$ cat src/sv/med3_pkg.sv
// ----------------------------------------------------------------------------
// med3_pkg
// Types and constants shared by the 3x3 median filter.
// ----------------------------------------------------------------------------
`default_nettype none

package med3_pkg;

  localparam int PIX_W   = 8;
  localparam int WIN_N   = 9;
  localparam int MED_IDX = 4;

  localparam int FW_W   = 11;
  localparam int FH_W   = 16;
  localparam int CFG_W  = 16;
  localparam int IDX_W  = 2;

  localparam logic [FW_W-1:0] FW_RESET = 11'd640;
  localparam logic [FH_W-1:0] FH_RESET = 16'd480;

  localparam logic [IDX_W-1:0] REG_FRAME_WIDTH  = 2'd0;
  localparam logic [IDX_W-1:0] REG_FRAME_HEIGHT = 2'd1;

  typedef logic [PIX_W-1:0] pix_t;
  typedef pix_t [WIN_N-1:0] win_t;

  // one line store entry: the two rows above the current one
  typedef struct packed {
    pix_t upper;
    pix_t middle;
  } line_t;

  // window handoff to the median network
  typedef struct packed {
    logic valid;
    logic last;
  } med_ctl_t;

endpackage

`default_nettype wire

$ cat src/sv/med3_if.sv
// ----------------------------------------------------------------------------
// med3_if
// Stream interfaces for the pixel input and the median result.
// ----------------------------------------------------------------------------
`default_nettype none


interface med3_res_if
  import med3_pkg::*;
();
  logic valid;
  logic ready;
  pix_t median_out;
  logic last_of_frame;

  modport source (output valid, output median_out, output last_of_frame, input ready);
  modport sink   (input valid, input median_out, input last_of_frame, output ready);
endinterface

`default_nettype wire

$ cat src/sv/med3_median.sv
// ----------------------------------------------------------------------------
// med3_median
// Median of nine as a 19 compare-exchange network over three register stages.
// ----------------------------------------------------------------------------
`default_nettype none

module med3_median
  import med3_pkg::*;
(
  input  wire logic     clk,
  input  wire logic     rst,
  input  wire win_t     win,
  input  wire med_ctl_t ctl,
  output logic          take,
  med3_res_if.source    res
);

  win_t a;
  win_t b;
  win_t a_next;
  win_t b_next;
  win_t c_next;
  logic v3;
  logic v4;
  logic last3;
  logic last4;
  logic en3;
  logic en4;
  logic en_out;

  function automatic win_t cx(win_t v, logic [3:0] lo, logic [3:0] hi);
    win_t r;
    r = v;
    if (v[lo] > v[hi]) begin
      r[lo] = v[hi];
      r[hi] = v[lo];
    end
    return r;
  endfunction

  assign en_out = !res.valid || res.ready;
  assign en4    = !v4 || en_out;
  assign en3    = !v3 || en4;
  assign take   = en3;

  // sort each group of three
  always_comb begin
    a_next = win;
    a_next = cx(a_next, 4'd1, 4'd2);
    a_next = cx(a_next, 4'd4, 4'd5);
    a_next = cx(a_next, 4'd7, 4'd8);
    a_next = cx(a_next, 4'd0, 4'd1);
    a_next = cx(a_next, 4'd3, 4'd4);
    a_next = cx(a_next, 4'd6, 4'd7);
    a_next = cx(a_next, 4'd1, 4'd2);
    a_next = cx(a_next, 4'd4, 4'd5);
    a_next = cx(a_next, 4'd7, 4'd8);
  end

  // max of mins, min of maxes, median of medians
  always_comb begin
    b_next = a;
    b_next = cx(b_next, 4'd0, 4'd3);
    b_next = cx(b_next, 4'd5, 4'd8);
    b_next = cx(b_next, 4'd4, 4'd7);
    b_next = cx(b_next, 4'd3, 4'd6);
    b_next = cx(b_next, 4'd1, 4'd4);
    b_next = cx(b_next, 4'd2, 4'd5);
    b_next = cx(b_next, 4'd4, 4'd7);
  end

  always_comb begin
    c_next = b;
    c_next = cx(c_next, 4'd4, 4'd2);
    c_next = cx(c_next, 4'd6, 4'd4);
    c_next = cx(c_next, 4'd4, 4'd2);
  end

  always_ff @(posedge clk) begin
    if (rst) begin
      v3        <= 1'b0;
      v4        <= 1'b0;
      res.valid <= 1'b0;
    end else begin
      if (en3) begin
        v3 <= ctl.valid;
      end
      if (en4) begin
        v4 <= v3;
      end
      if (en_out) begin
        res.valid <= v4;
      end
    end
  end

  always_ff @(posedge clk) begin
    if (en3) begin
      a     <= a_next;
      last3 <= ctl.last;
    end
    if (en4) begin
      b     <= b_next;
      last4 <= last3;
    end
    if (en_out) begin
      res.median_out    <= c_next[MED_IDX];
      res.last_of_frame <= last4;
    end
  end

  a_stage3_hold: assert property (@(posedge clk) disable iff (rst)
    v3 && !en4 |=> v3 && $stable(a) && $stable(last3))
    else $error("stage 3 word lost while stalled");

  a_stage4_hold: assert property (@(posedge clk) disable iff (rst)
    v4 && !en_out |=> v4 && $stable(b) && $stable(last4))
    else $error("stage 4 word lost while stalled");

  a_stage4_moves: assert property (@(posedge clk) disable iff (rst)
    v4 && en_out |=> res.valid)
    else $error("stage 4 word did not reach the output");

endmodule

`default_nettype wire
$ cat src/flat_wrapper.sv
// flat-port wrapper written by rule: the top's interface ports become plain ports
module med3_median_flat import med3_pkg::*;
  (clk, rst, win, ctl, take, res_valid, res_median_out, res_last_of_frame, res_ready);
  med3_res_if res_i ();
  input  wire logic clk;
  input  wire logic rst;
  input  wire win_t win;
  input  wire med_ctl_t ctl;
  output logic take;
  output wire logic [$bits(res_i.valid)-1:0] res_valid;
  output wire logic [$bits(res_i.median_out)-1:0] res_median_out;
  output wire logic [$bits(res_i.last_of_frame)-1:0] res_last_of_frame;
  input wire logic [$bits(res_i.ready)-1:0] res_ready;
  assign res_valid = res_i.valid;
  assign res_median_out = res_i.median_out;
  assign res_last_of_frame = res_i.last_of_frame;
  assign res_i.ready = res_ready;
  med3_median u_core (.clk(clk), .rst(rst), .win(win), .ctl(ctl), .take(take), .res(res_i));
endmodule
$ cat config.mk
export PLATFORM = sky130hd
export DESIGN_NAME = med3_median_flat
export DESIGN_NICKNAME = d
export VERILOG_FILES = /design/src/sv/med3_pkg.sv /design/src/sv/med3_if.sv /design/src/sv/med3_median.sv /design/src/flat_wrapper.sv
export SDC_FILE = /design/constraint.sdc
export NUM_CORES = 1
export LEC_CHECK = 0
export ABC_AREA = 0
export BUFFER_PORTS_ARGS = -buffer_cell sky130_fd_sc_hd__buf_2
export CELL_PAD_IN_SITES_DETAIL_PLACEMENT = 2
export CELL_PAD_IN_SITES_GLOBAL_PLACEMENT = 2
export CORE_UTILIZATION = 37
export CTS_BUF_LIST = sky130_fd_sc_hd__clkbuf_4 sky130_fd_sc_hd__clkbuf_8 sky130_fd_sc_hd__clkbuf_16
export DETAILED_ROUTE_END_ITERATION = 8
export HOLD_SLACK_MARGIN = 0.03
export PLACE_DENSITY = 0.86
export SYNTH_ARGS = -nofsm -noshare
export SYNTH_HDL_FRONTEND = slang
export SYNTH_SLANG_ARGS = --single-unit
export TNS_END_PERCENT = 1
$ cat constraint.sdc
create_clock -name clk -period 8.6 [get_ports clk]
set_clock_uncertainty 0.05 [all_clocks]
set_input_delay 1.29 -clock clk [delete_from_list [all_inputs] [get_ports clk]]
set_output_delay 1.29 -clock clk [all_outputs]
set_load 0.03 [all_outputs]
==> results of run 1 <==
## layout by cell type, fill, tap and decap left out, drive strengths merged, types with 5 or more instances in the layout
| cell type | synthesis | routed |
|---|---|---|
| nor2 | 181 | 181 |
| a21oi | 163 | 163 |
| ha | 144 | 144 |
| inv | 120 | 123 |
| edfxtp | 107 | 107 |
| o21ai | 103 | 103 |
| nand2 | 98 | 98 |
| buf | 6 | 95 |
| o22ai | 34 | 34 |
| nor3 | 25 | 25 |
| a21o | 21 | 21 |
| nor2b | 20 | 20 |
| nand3 | 19 | 19 |
| a221oi | 17 | 17 |
| o21a | 14 | 14 |
| nand4 | 13 | 13 |
| mux2 | 12 | 12 |
| nand2b | 10 | 10 |
| mux2i | 10 | 10 |
| and3 | 10 | 10 |
| clkbuf | 30 | 9 |
| a222oi | 8 | 8 |
| and2 | 8 | 8 |
| or2 | 5 | 5 |
| o21bai | 5 | 5 |
| a211o | 5 | 5 |
| maj3 | 5 | 5 |
## cells by family after synthesis
family          synth area share
compound gates            0.2406
simple gates              0.1727
buf+inv                  0.05814
fa+ha+maj                 0.1822
flops                     0.3216
mux                      0.02311
xor+xnor                0.001721
## area by class of cell
type,instances,share of cell area
clock buffer,9,0.01998
tap,341,0.03786
timing repair buffer,95,0.04397
multi-input combinational,975,0.5609
inverter,120,0.03997
sequential,110,0.2904
clock inverter,7,0.006884
## worst min path at each step
stage | from | endpoint | depth (start not counted)
2_1_floorplan | u_core.last3$_DFFE_PP_ | u_core.last4$_DFFE_PP_ | 0
3_3_place_gp | u_core.last4$_DFFE_PP_ | u_core.res.last_of_frame$_DFFE_PP_ | 0
3_5_place_dp | u_core.last4$_DFFE_PP_ | u_core.res.last_of_frame$_DFFE_PP_ | 0
4_1_cts | u_core.last4$_DFFE_PP_ | u_core.res.last_of_frame$_DFFE_PP_ | 0
5_1_grt | u_core.last4$_DFFE_PP_ | u_core.res.last_of_frame$_DFFE_PP_ | 0
6_report | u_core.last4$_DFFE_PP_ | u_core.res.last_of_frame$_DFFE_PP_ | 0
## worst reg2reg max path: cells and delay by family (launching register included)
family / cells / cell delay [ns]
AO/OA/AOI/OAI: 18 / 3.72
AND/OR/NAND/NOR: 7 / 1.65
adder cells (fa/ha/maj): 3 / 1.00
flip-flops: 1 / 0.51
## per-layer routing
metal,vias to the layer above,global-route usage,share of wire
met5,-,0,0.00024
met3,62,0.03456,0.032
met2,199,0.4864,0.51
met1,4963,0.3157,0.43
li1,4668,-,-
met4,2,0.09613,0.034
## per-stage QoR
stage | instances | util | instance area [um2] | setup slack [ns]
after CTS | 1657 | 0.4182 | 11270 | 0.5686
final | 1657 | 0.4182 | 11270 | 0.3691
after global routing | 1657 | 0.4182 | 11270 | 0.008615
after global placement | 1641 | 0.4069 | 10970 | 0.5941
after detailed placement | 1641 | 0.4069 | 10970 | 0.2477
after floorplan | 1241 | - | 10180 | 1.609
==> results.py, run 1 <==
metrics = {
    "cells_and_area": {
        "final-seq-area_um2": 3273,
        "regMostFlops": "u_core.a",
        "nFillCells": 3088,
        "top_regs": "u_core.a (72), u_core.b (24), u_core.res.median_out (8)",
        "multi_input_area_um2": 6321,
        "antennaDiodeCount": 0,
        "area_growth_pct": 10.72,
        "largest_reg_flops": 72,
        "nNetsFinal": 1532,
        "drive_gt1_frac": 0.1079,
    },
    "synthesis": {
        "yosysMostFrequentCell": "nor2_1",
        "synth_cell_types": 61,
        "synth_seq_cells": 110,
        "syn-instance-count": 1241,
        "synth_top_cell_by_area": "edfxtp_1",
        "syn_area_um2": 10180,
        "synthesis.nets": 1462,
        "synth_async_sr_flop_share": 0,
        "syn_area_per_cell_um2": 8.202,
        "synthTopCellsByCount": "nor2_1 (179), a21oi_1 (163), ha_1 (144)",
        "seq_area_frac_synth": 0.3216,
        "yosys.area.top_type_share": 0.3157,
        "synthTopCellsByArea": "edfxtp_1 (32%), ha_1 (18%), a21oi_1 (8.0%)",
        "ys_warn_count": 0,
        "synthFlopType": "edfxtp_1",
        "synth_edf_count": 107,
    },
    "floorplan": {
        "die_y_um": 167.9,
        "dieArea_um2": 28180,
        "initial_utilization": 0.3777,
        "ios": 88,
        "die_x_um": 167.9,
        "rows": 60,
        "core-area_um2": 26950,
    },
    "setup_path": {
        "r2r_setup_slack_ns": 1.42,
        "crit_cells": 26,
        "r2r_cells": 28,
        "cp_data_required_time_ns": 8.68,
        "startpoint": "win[41]",
        "path_buf_inv": 3,
        "cp-end-kind": "flop",
        "r2r_start": "u_core.a[33]$_DFFE_PP_",
        "r2r_end": "u_core.b[36]$_DFFE_PP_",
        "endpoint": "u_core.a[43]$_DFFE_PP_",
        "crit_family": "compound AO/OA/AOI/OAI gates",
        "crit_top_cell": "a21oi_1",
        "cp_max_fo": 27,
        "cp.arrival_ns": 8.31,
        "critPathKind": "input pin to flop",
        "slowest_delay_ns": 0.77,
        "cpMaxStageDelayCell": "a21oi_1",
        "startpoint_type": "input pin",
    },
    "timing": {
        "finalMaxSlewViolations": 0,
        "finalSetupViolCount": 0,
        "max_freq_ghz": 0.1215,
        "hold_viol": 0,
        "fin_tns_setup_ns": 0,
        "hold_slack_ns": 0.3784,
        "worst_pin_slew_ns": 1.105,
        "post-route-period-util": 0.9571,
        "period_minus_slack_ns": 8.231,
        "timing.slew.headroom": 0.2631,
        "rsz0062_at_grt": "no",
    },
    "grt": {
        "grt_max_degree": 75,
        "grt.total_usage": 0.2655,
        "antenna_found_initial": 1,
        "grt_pass1_vias": 10670,
        "grt_overflow_total": 0,
        "grt_pass1_wl_mm": 58.25,
    },
    "detailed_routing": {
        "ant_nets": 0,
        "drcViolationCount": 0,
        "drt_first_pass_iters": 5,
        "wirelength_mm": 37.31,
        "first_iter_violations": 610,
        "vias_per_cell": 5.971,
        "vias": 9894,
        "wl_per_cell_um": 22.52,
    },
    "cts": {
        "post_cts_buffers": 0,
        "cts.repair.resized": 0,
        "htreeDepth": 3,
        "clockRootBuffer": "clkbuf_16",
        "cts_tree": "yes",
        "clk_pin_slew_worst_paths_ns": 0.08,
        "clock_latency_ns": 0.37,
        "numCtsBuffers": 9,
        "clock_path_buffers": 2,
        "cts_hold_buf": 0,
        "cts.sinks": 110,
    },
    "place": {
        "port_buffers": 87,
        "dp_hpwl_mm": 30.76,
        "place_congestion": 0.8244,
    },
    "min_path": {
        "hold_class": "flop to flop",
    },
    "run_status": {
        "outcome": "completed",
    },
    "run": {
        "drv_cap": 0,
    },
}
Power of run 1 is not shown: default switching activity piles up to over one toggle a cycle in this logic, so the estimate is an artifact.
==> inputs of run 2 (changes only) <==
- CORE_MARGIN: default -> 2
- RECOVER_POWER: default -> 100
==> results.py, run 2 (synthesis results as in run 1) <==
metrics = {
    "run_status": {
        "violations": "capacitance limit, slew limit",
        "outcome": "finished, violations left",
    },
    "timing": {
        "period_minus_slack_ns": 8.134,
        "hold_slack_ns": 0.3809,
        "timing.slew.headroom": -1.283,
        "finalSetupViolCount": 0,
        "rsz0062_at_grt": "no",
        "post-route-period-util": 0.9458,
        "finalMaxSlewViolations": 125,
        "fin_tns_setup_ns": 0,
        "hold_viol": 0,
        "max_freq_ghz": 0.1229,
        "worst_pin_slew_ns": 3.425,
    },
    "cts": {
        "cts_hold_buf": 0,
        "post_cts_buffers": 0,
        "cts_tree": "yes",
        "htreeDepth": 3,
        "cts.repair.resized": 0,
        "cts.sinks": 110,
        "numCtsBuffers": 9,
        "clock_latency_ns": 0.37,
        "clock_path_buffers": 2,
        "clockRootBuffer": "clkbuf_16",
        "clk_pin_slew_worst_paths_ns": 0.08,
    },
    "floorplan": {
        "ios": 88,
        "die_y_um": 169.9,
        "initial_utilization": 0.3777,
        "die_x_um": 169.9,
        "core-area_um2": 26950,
        "dieArea_um2": 28850,
        "rows": 60,
    },
    "cells_and_area": {
        "largest_reg_flops": 72,
        "multi_input_area_um2": 6314,
        "nNetsFinal": 1533,
        "regMostFlops": "u_core.a",
        "antennaDiodeCount": 0,
        "final_cell_mix": "nor2_1 (179), a21oi_1 (163), ha_1 (144), inv_1 (120), edfxtp_1 (107)",
        "drive_gt1_frac": 0.09415,
        "area_growth_pct": 10.74,
        "nFillCells": 3083,
        "layout_commonest_cell": "nor2_1",
        "top_regs": "u_core.a (72), u_core.b (24), u_core.res.median_out (8)",
        "final-seq-area_um2": 3273,
    },
    "detailed_routing": {
        "vias": 10010,
        "ant_nets": 0,
        "wl_per_cell_um": 23.32,
        "vias_per_cell": 6.037,
        "first_iter_violations": 661,
        "drcViolationCount": 0,
        "wirelength_mm": 38.67,
        "drt_first_pass_iters": 6,
    },
    "setup_path": {
        "cp-end-kind": "flop",
        "r2r_start": "u_core.a[33]$_DFFE_PP_",
        "startpoint_type": "input pin",
        "r2r_end": "u_core.b[34]$_DFFE_PP_",
        "cp_max_fo": 27,
        "cp_data_required_time_ns": 8.69,
        "critPathKind": "input pin to flop",
        "r2r_cells": 28,
        "r2r_setup_slack_ns": 0.74,
        "cp.arrival_ns": 8.22,
    },
    "min_path": {
        "hold_path_end": "u_core.last4$_DFFE_PP_",
        "min_from": "u_core.last3$_DFFE_PP_",
        "hold_path_depth": 0,
        "hold_class": "flop to flop",
    },
    "grt": {
        "grt_pass1_wl_mm": 60.65,
        "grt_overflow_total": 0,
        "grt.total_usage": 0.2717,
        "antenna_found_initial": 0,
        "grt_pass1_vias": 10940,
        "grt_max_degree": 75,
    },
    "place": {
        "dp_hpwl_mm": 30.51,
        "port_buffers": 87,
        "place_congestion": 0.8340,
    },
    "run": {
        "drv_cap": 4,
    },
}
## run 2: metrics by stage
step           area (um2)  cells  setup slack [ns]  utilization
2_1_floorplan       10180   1241             1.609            -
3_3_place_gp        10970   1642            0.5883       0.4072
3_5_place_dp        10970   1642            0.1619       0.4072
4_1_cts             11310   1658            0.5226       0.4195
5_1_grt             11270   1658           0.04148       0.4182
6_report            11270   1658            0.4660       0.4182
## run 2: worst max-delay path, stage by stage
cell      delay [ns]
buf_2           0.11
inv_1           0.07
ha_1            0.30
nor2b_1         0.15
o211ai_2        0.17
a21oi_1         0.14
o32ai_4         0.54
nor2_1          0.09
a21oi_1         0.33
ha_1            0.22
and3_1          0.21
and3_1          0.41
nand2_1         0.12
or3_1           0.49
a31oi_4         0.65
a21oi_1         0.18
ha_1            0.33
o21ai_0         0.09
a21oi_1         0.16
o21bai_1        0.10
a21oi_1         0.82
nand2b_1        0.39
nand2_1         0.16
a31o_2          0.24
nor3_1          0.07
a221oi_1        0.36
## run 2: area by class of cell
class | count | area share
multi-input combinational | 975 | 0.5601
clock inverter | 7 | 0.009435
tap | 341 | 0.03785
clock buffer | 9 | 0.01998
inverter | 120 | 0.03996
sequential | 110 | 0.2904
timing repair buffer | 96 | 0.04229
## run 2: worst max-delay path by stage
| stage | start | endpoint | depth (start not counted) |
|---|---|---|---|
| final | win[41] | u_core.a[43]$_DFFE_PP_ | 26 |
| after global routing | win[71] | u_core.a[64]$_DFFE_PP_ | 26 |
| after CTS | win[23] | u_core.a[14]$_DFFE_PP_ | 27 |
| after detailed placement | win[23] | u_core.a[14]$_DFFE_PP_ | 27 |
| after global placement | win[21] | u_core.a[22]$_DFFE_PP_ | 26 |
| after floorplan | win[41] | u_core.a[42]$_DFFE_PP_ | 27 |
## run 2: routing by layer
metal	track usage	up-vias	wire (um)
met5	0	-	0
met4	0.1245	0	1641
met3	0.03279	84	1274
met2	0.4983	231	19710
met1	0.3158	5032	16050
li1	-	4663	-
Power of run 2 is left out for the same reason.
==> inputs of run 3 (changes only) <==
- CORE_UTILIZATION: 37 -> 40
- HOLD_SLACK_MARGIN: 0.03 -> default
- PLACE_DENSITY: 0.86 -> 0.92
- clock period: 8.6 -> 9.66 ns (I/O delays scaled with it)
==> results.py, run 3 (synthesis results as in run 1) <==
metrics = {
    "run_status": {
        "outcome": "finished, violations left",
        "violations": "capacitance limit, slew limit",
    },
    "timing": {
        "post-route-worst-setup-slack_ns": 0.8248,
        "finalSetupViolCount": 0,
        "worst_pin_slew_ns": 3.460,
        "rsz0062_at_grt": "no",
        "max_freq_ghz": 0.1132,
        "timing.slew.headroom": -1.306,
        "post-route-period-util": 0.9146,
        "period_minus_slack_ns": 8.835,
        "finalMaxSlewViolations": 108,
        "hold_viol": 0,
        "fin_tns_setup_ns": 0,
    },
    "cts": {
        "cts_tree": "yes",
        "numCtsBuffers": 9,
        "clk_pin_slew_worst_paths_ns": 0.08,
        "cts.sinks": 110,
        "post_cts_buffers": 0,
        "clock_latency_ns": 0.38,
        "cts.repair.resized": 0,
        "clockRootBuffer": "clkbuf_16",
        "clock_path_buffers": 2,
        "htreeDepth": 3,
        "cts_hold_buf": 0,
    },
    "cells_and_area": {
        "drive_gt1_frac": 0.08841,
        "top_regs": "u_core.a (72), u_core.b (24), u_core.res.median_out (8)",
        "final_cells": 1642,
        "area_growth_pct": 10.15,
        "nNetsFinal": 1528,
        "nFillCells": 2898,
        "regMostFlops": "u_core.a",
        "final_cell_mix": "nor2_1 (179), a21oi_1 (163), ha_1 (144), inv_1 (120), edfxtp_1 (107)",
        "largest_reg_flops": 72,
        "layout_commonest_cell": "nor2_1",
        "antennaDiodeCount": 0,
    },
    "grt": {
        "grt_pass1_vias": 10730,
        "grt_pass1_wl_mm": 60.05,
        "grt.total_usage": 0.2905,
        "grt.met3_usage": 0.03123,
        "grt_util_met2": 0.5299,
        "grt_overflow_total": 0,
        "grt_most_used_layer": "met2",
        "antenna_found_initial": 0,
        "grt_max_degree": 75,
        "grtUsageMet1": 0.3502,
    },
    "detailed_routing": {
        "drcViolationCount": 0,
        "vias": 9966,
        "ant_nets": 0,
        "drt_first_pass_iters": 6,
        "first_iter_violations": 583,
        "wl_per_cell_um": 23.38,
        "wirelength_mm": 38.39,
        "vias_per_cell": 6.069,
    },
    "place": {
        "dp_hpwl_mm": 30.77,
        "port_buffers": 87,
        "place_inst": 1626,
        "pre_cts_slack_ns": 0.6780,
        "place_congestion": 0.8630,
    },
    "floorplan": {
        "core-area_um2": 25110,
        "dieArea_um2": 26740,
        "initial_utilization": 0.4054,
        "die_x_um": 163.5,
        "die_y_um": 163.5,
        "ios": 88,
        "rows": 58,
    },
    "setup_path": {
        "critPathKind": "input pin to flop",
        "startpoint_type": "input pin",
        "cp_max_fo": 32,
        "cp.arrival_ns": 8.86,
        "cp_data_required_time_ns": 9.68,
        "cp-end-kind": "flop",
    },
    "min_path": {
        "hold_class": "flop to flop",
    },
    "run": {
        "drv_cap": 3,
    },
}
## run 3: area by class of cell
cell class / count / area (um2) / share of cell area
multi-input cells: 975 / 6314 / 0.5631
repair buffers: 91 / 435.4 / 0.03883
clock inverters: 7 / 101.3 / 0.009039
well taps: 330 / 412.9 / 0.03683
flip-flops and latches: 110 / 3273 / 0.2919
clock buffers: 9 / 225.2 / 0.02009
inverters: 120 / 450.4 / 0.04017
## run 3: worst paths after layout
check,from,to,slack (ns),cells past startpoint
max,win[41],u_core.a[35]$_DFFE_PP_,0.82,23
min,u_core.last4$_DFFE_PP_,u_core.res.last_of_frame$_DFFE_PP_,0.38,0
max reg2reg,u_core.b[21]$_DFFE_PP_,u_core.res.median_out[4]$_DFFE_PP_,1.92,27
min reg2reg,u_core.last4$_DFFE_PP_,u_core.res.last_of_frame$_DFFE_PP_,0.38,0
## run 3: critical path, stage by stage
cell,delay [ns]
buf_2,0.11
inv_1,0.10
ha_1,0.26
nor2b_1,0.15
o211ai_2,0.14
a21oi_1,0.12
o32ai_4,0.24
clkbuf_1,1.10
a21oi_1,0.42
ha_1,0.40
and3_1,0.17
and3_1,0.39
nand2_1,0.13
or3_1,0.48
a31oi_4,0.65
a21oi_1,0.20
ha_1,0.36
nand3_1,0.14
o21bai_1,0.21
a21oi_1,0.64
nand2b_1,0.31
o21ai_0,0.40
a221oi_1,0.29
## run 3: metal layers
layer / routed length, um / vias to the layer above
met4: 1251 / 0
li1: - / 4661
met2: 19840 / 241
met3: 1466 / 63
met1: 15830 / 5001
met5: 0 / -
## run 3: through the flow
stage	util	area [um2]	hold slack, ns
4_1_cts	0.4480	11250	0.3875
3_3_place_gp	0.4350	10920	0.3584
3_5_place_dp	0.4350	10920	0.3612
5_1_grt	0.4465	11210	0.3875
2_1_floorplan	-	10180	0.3503
6_report	0.4465	11210	0.3800
Power of run 3 is left out for the same reason.
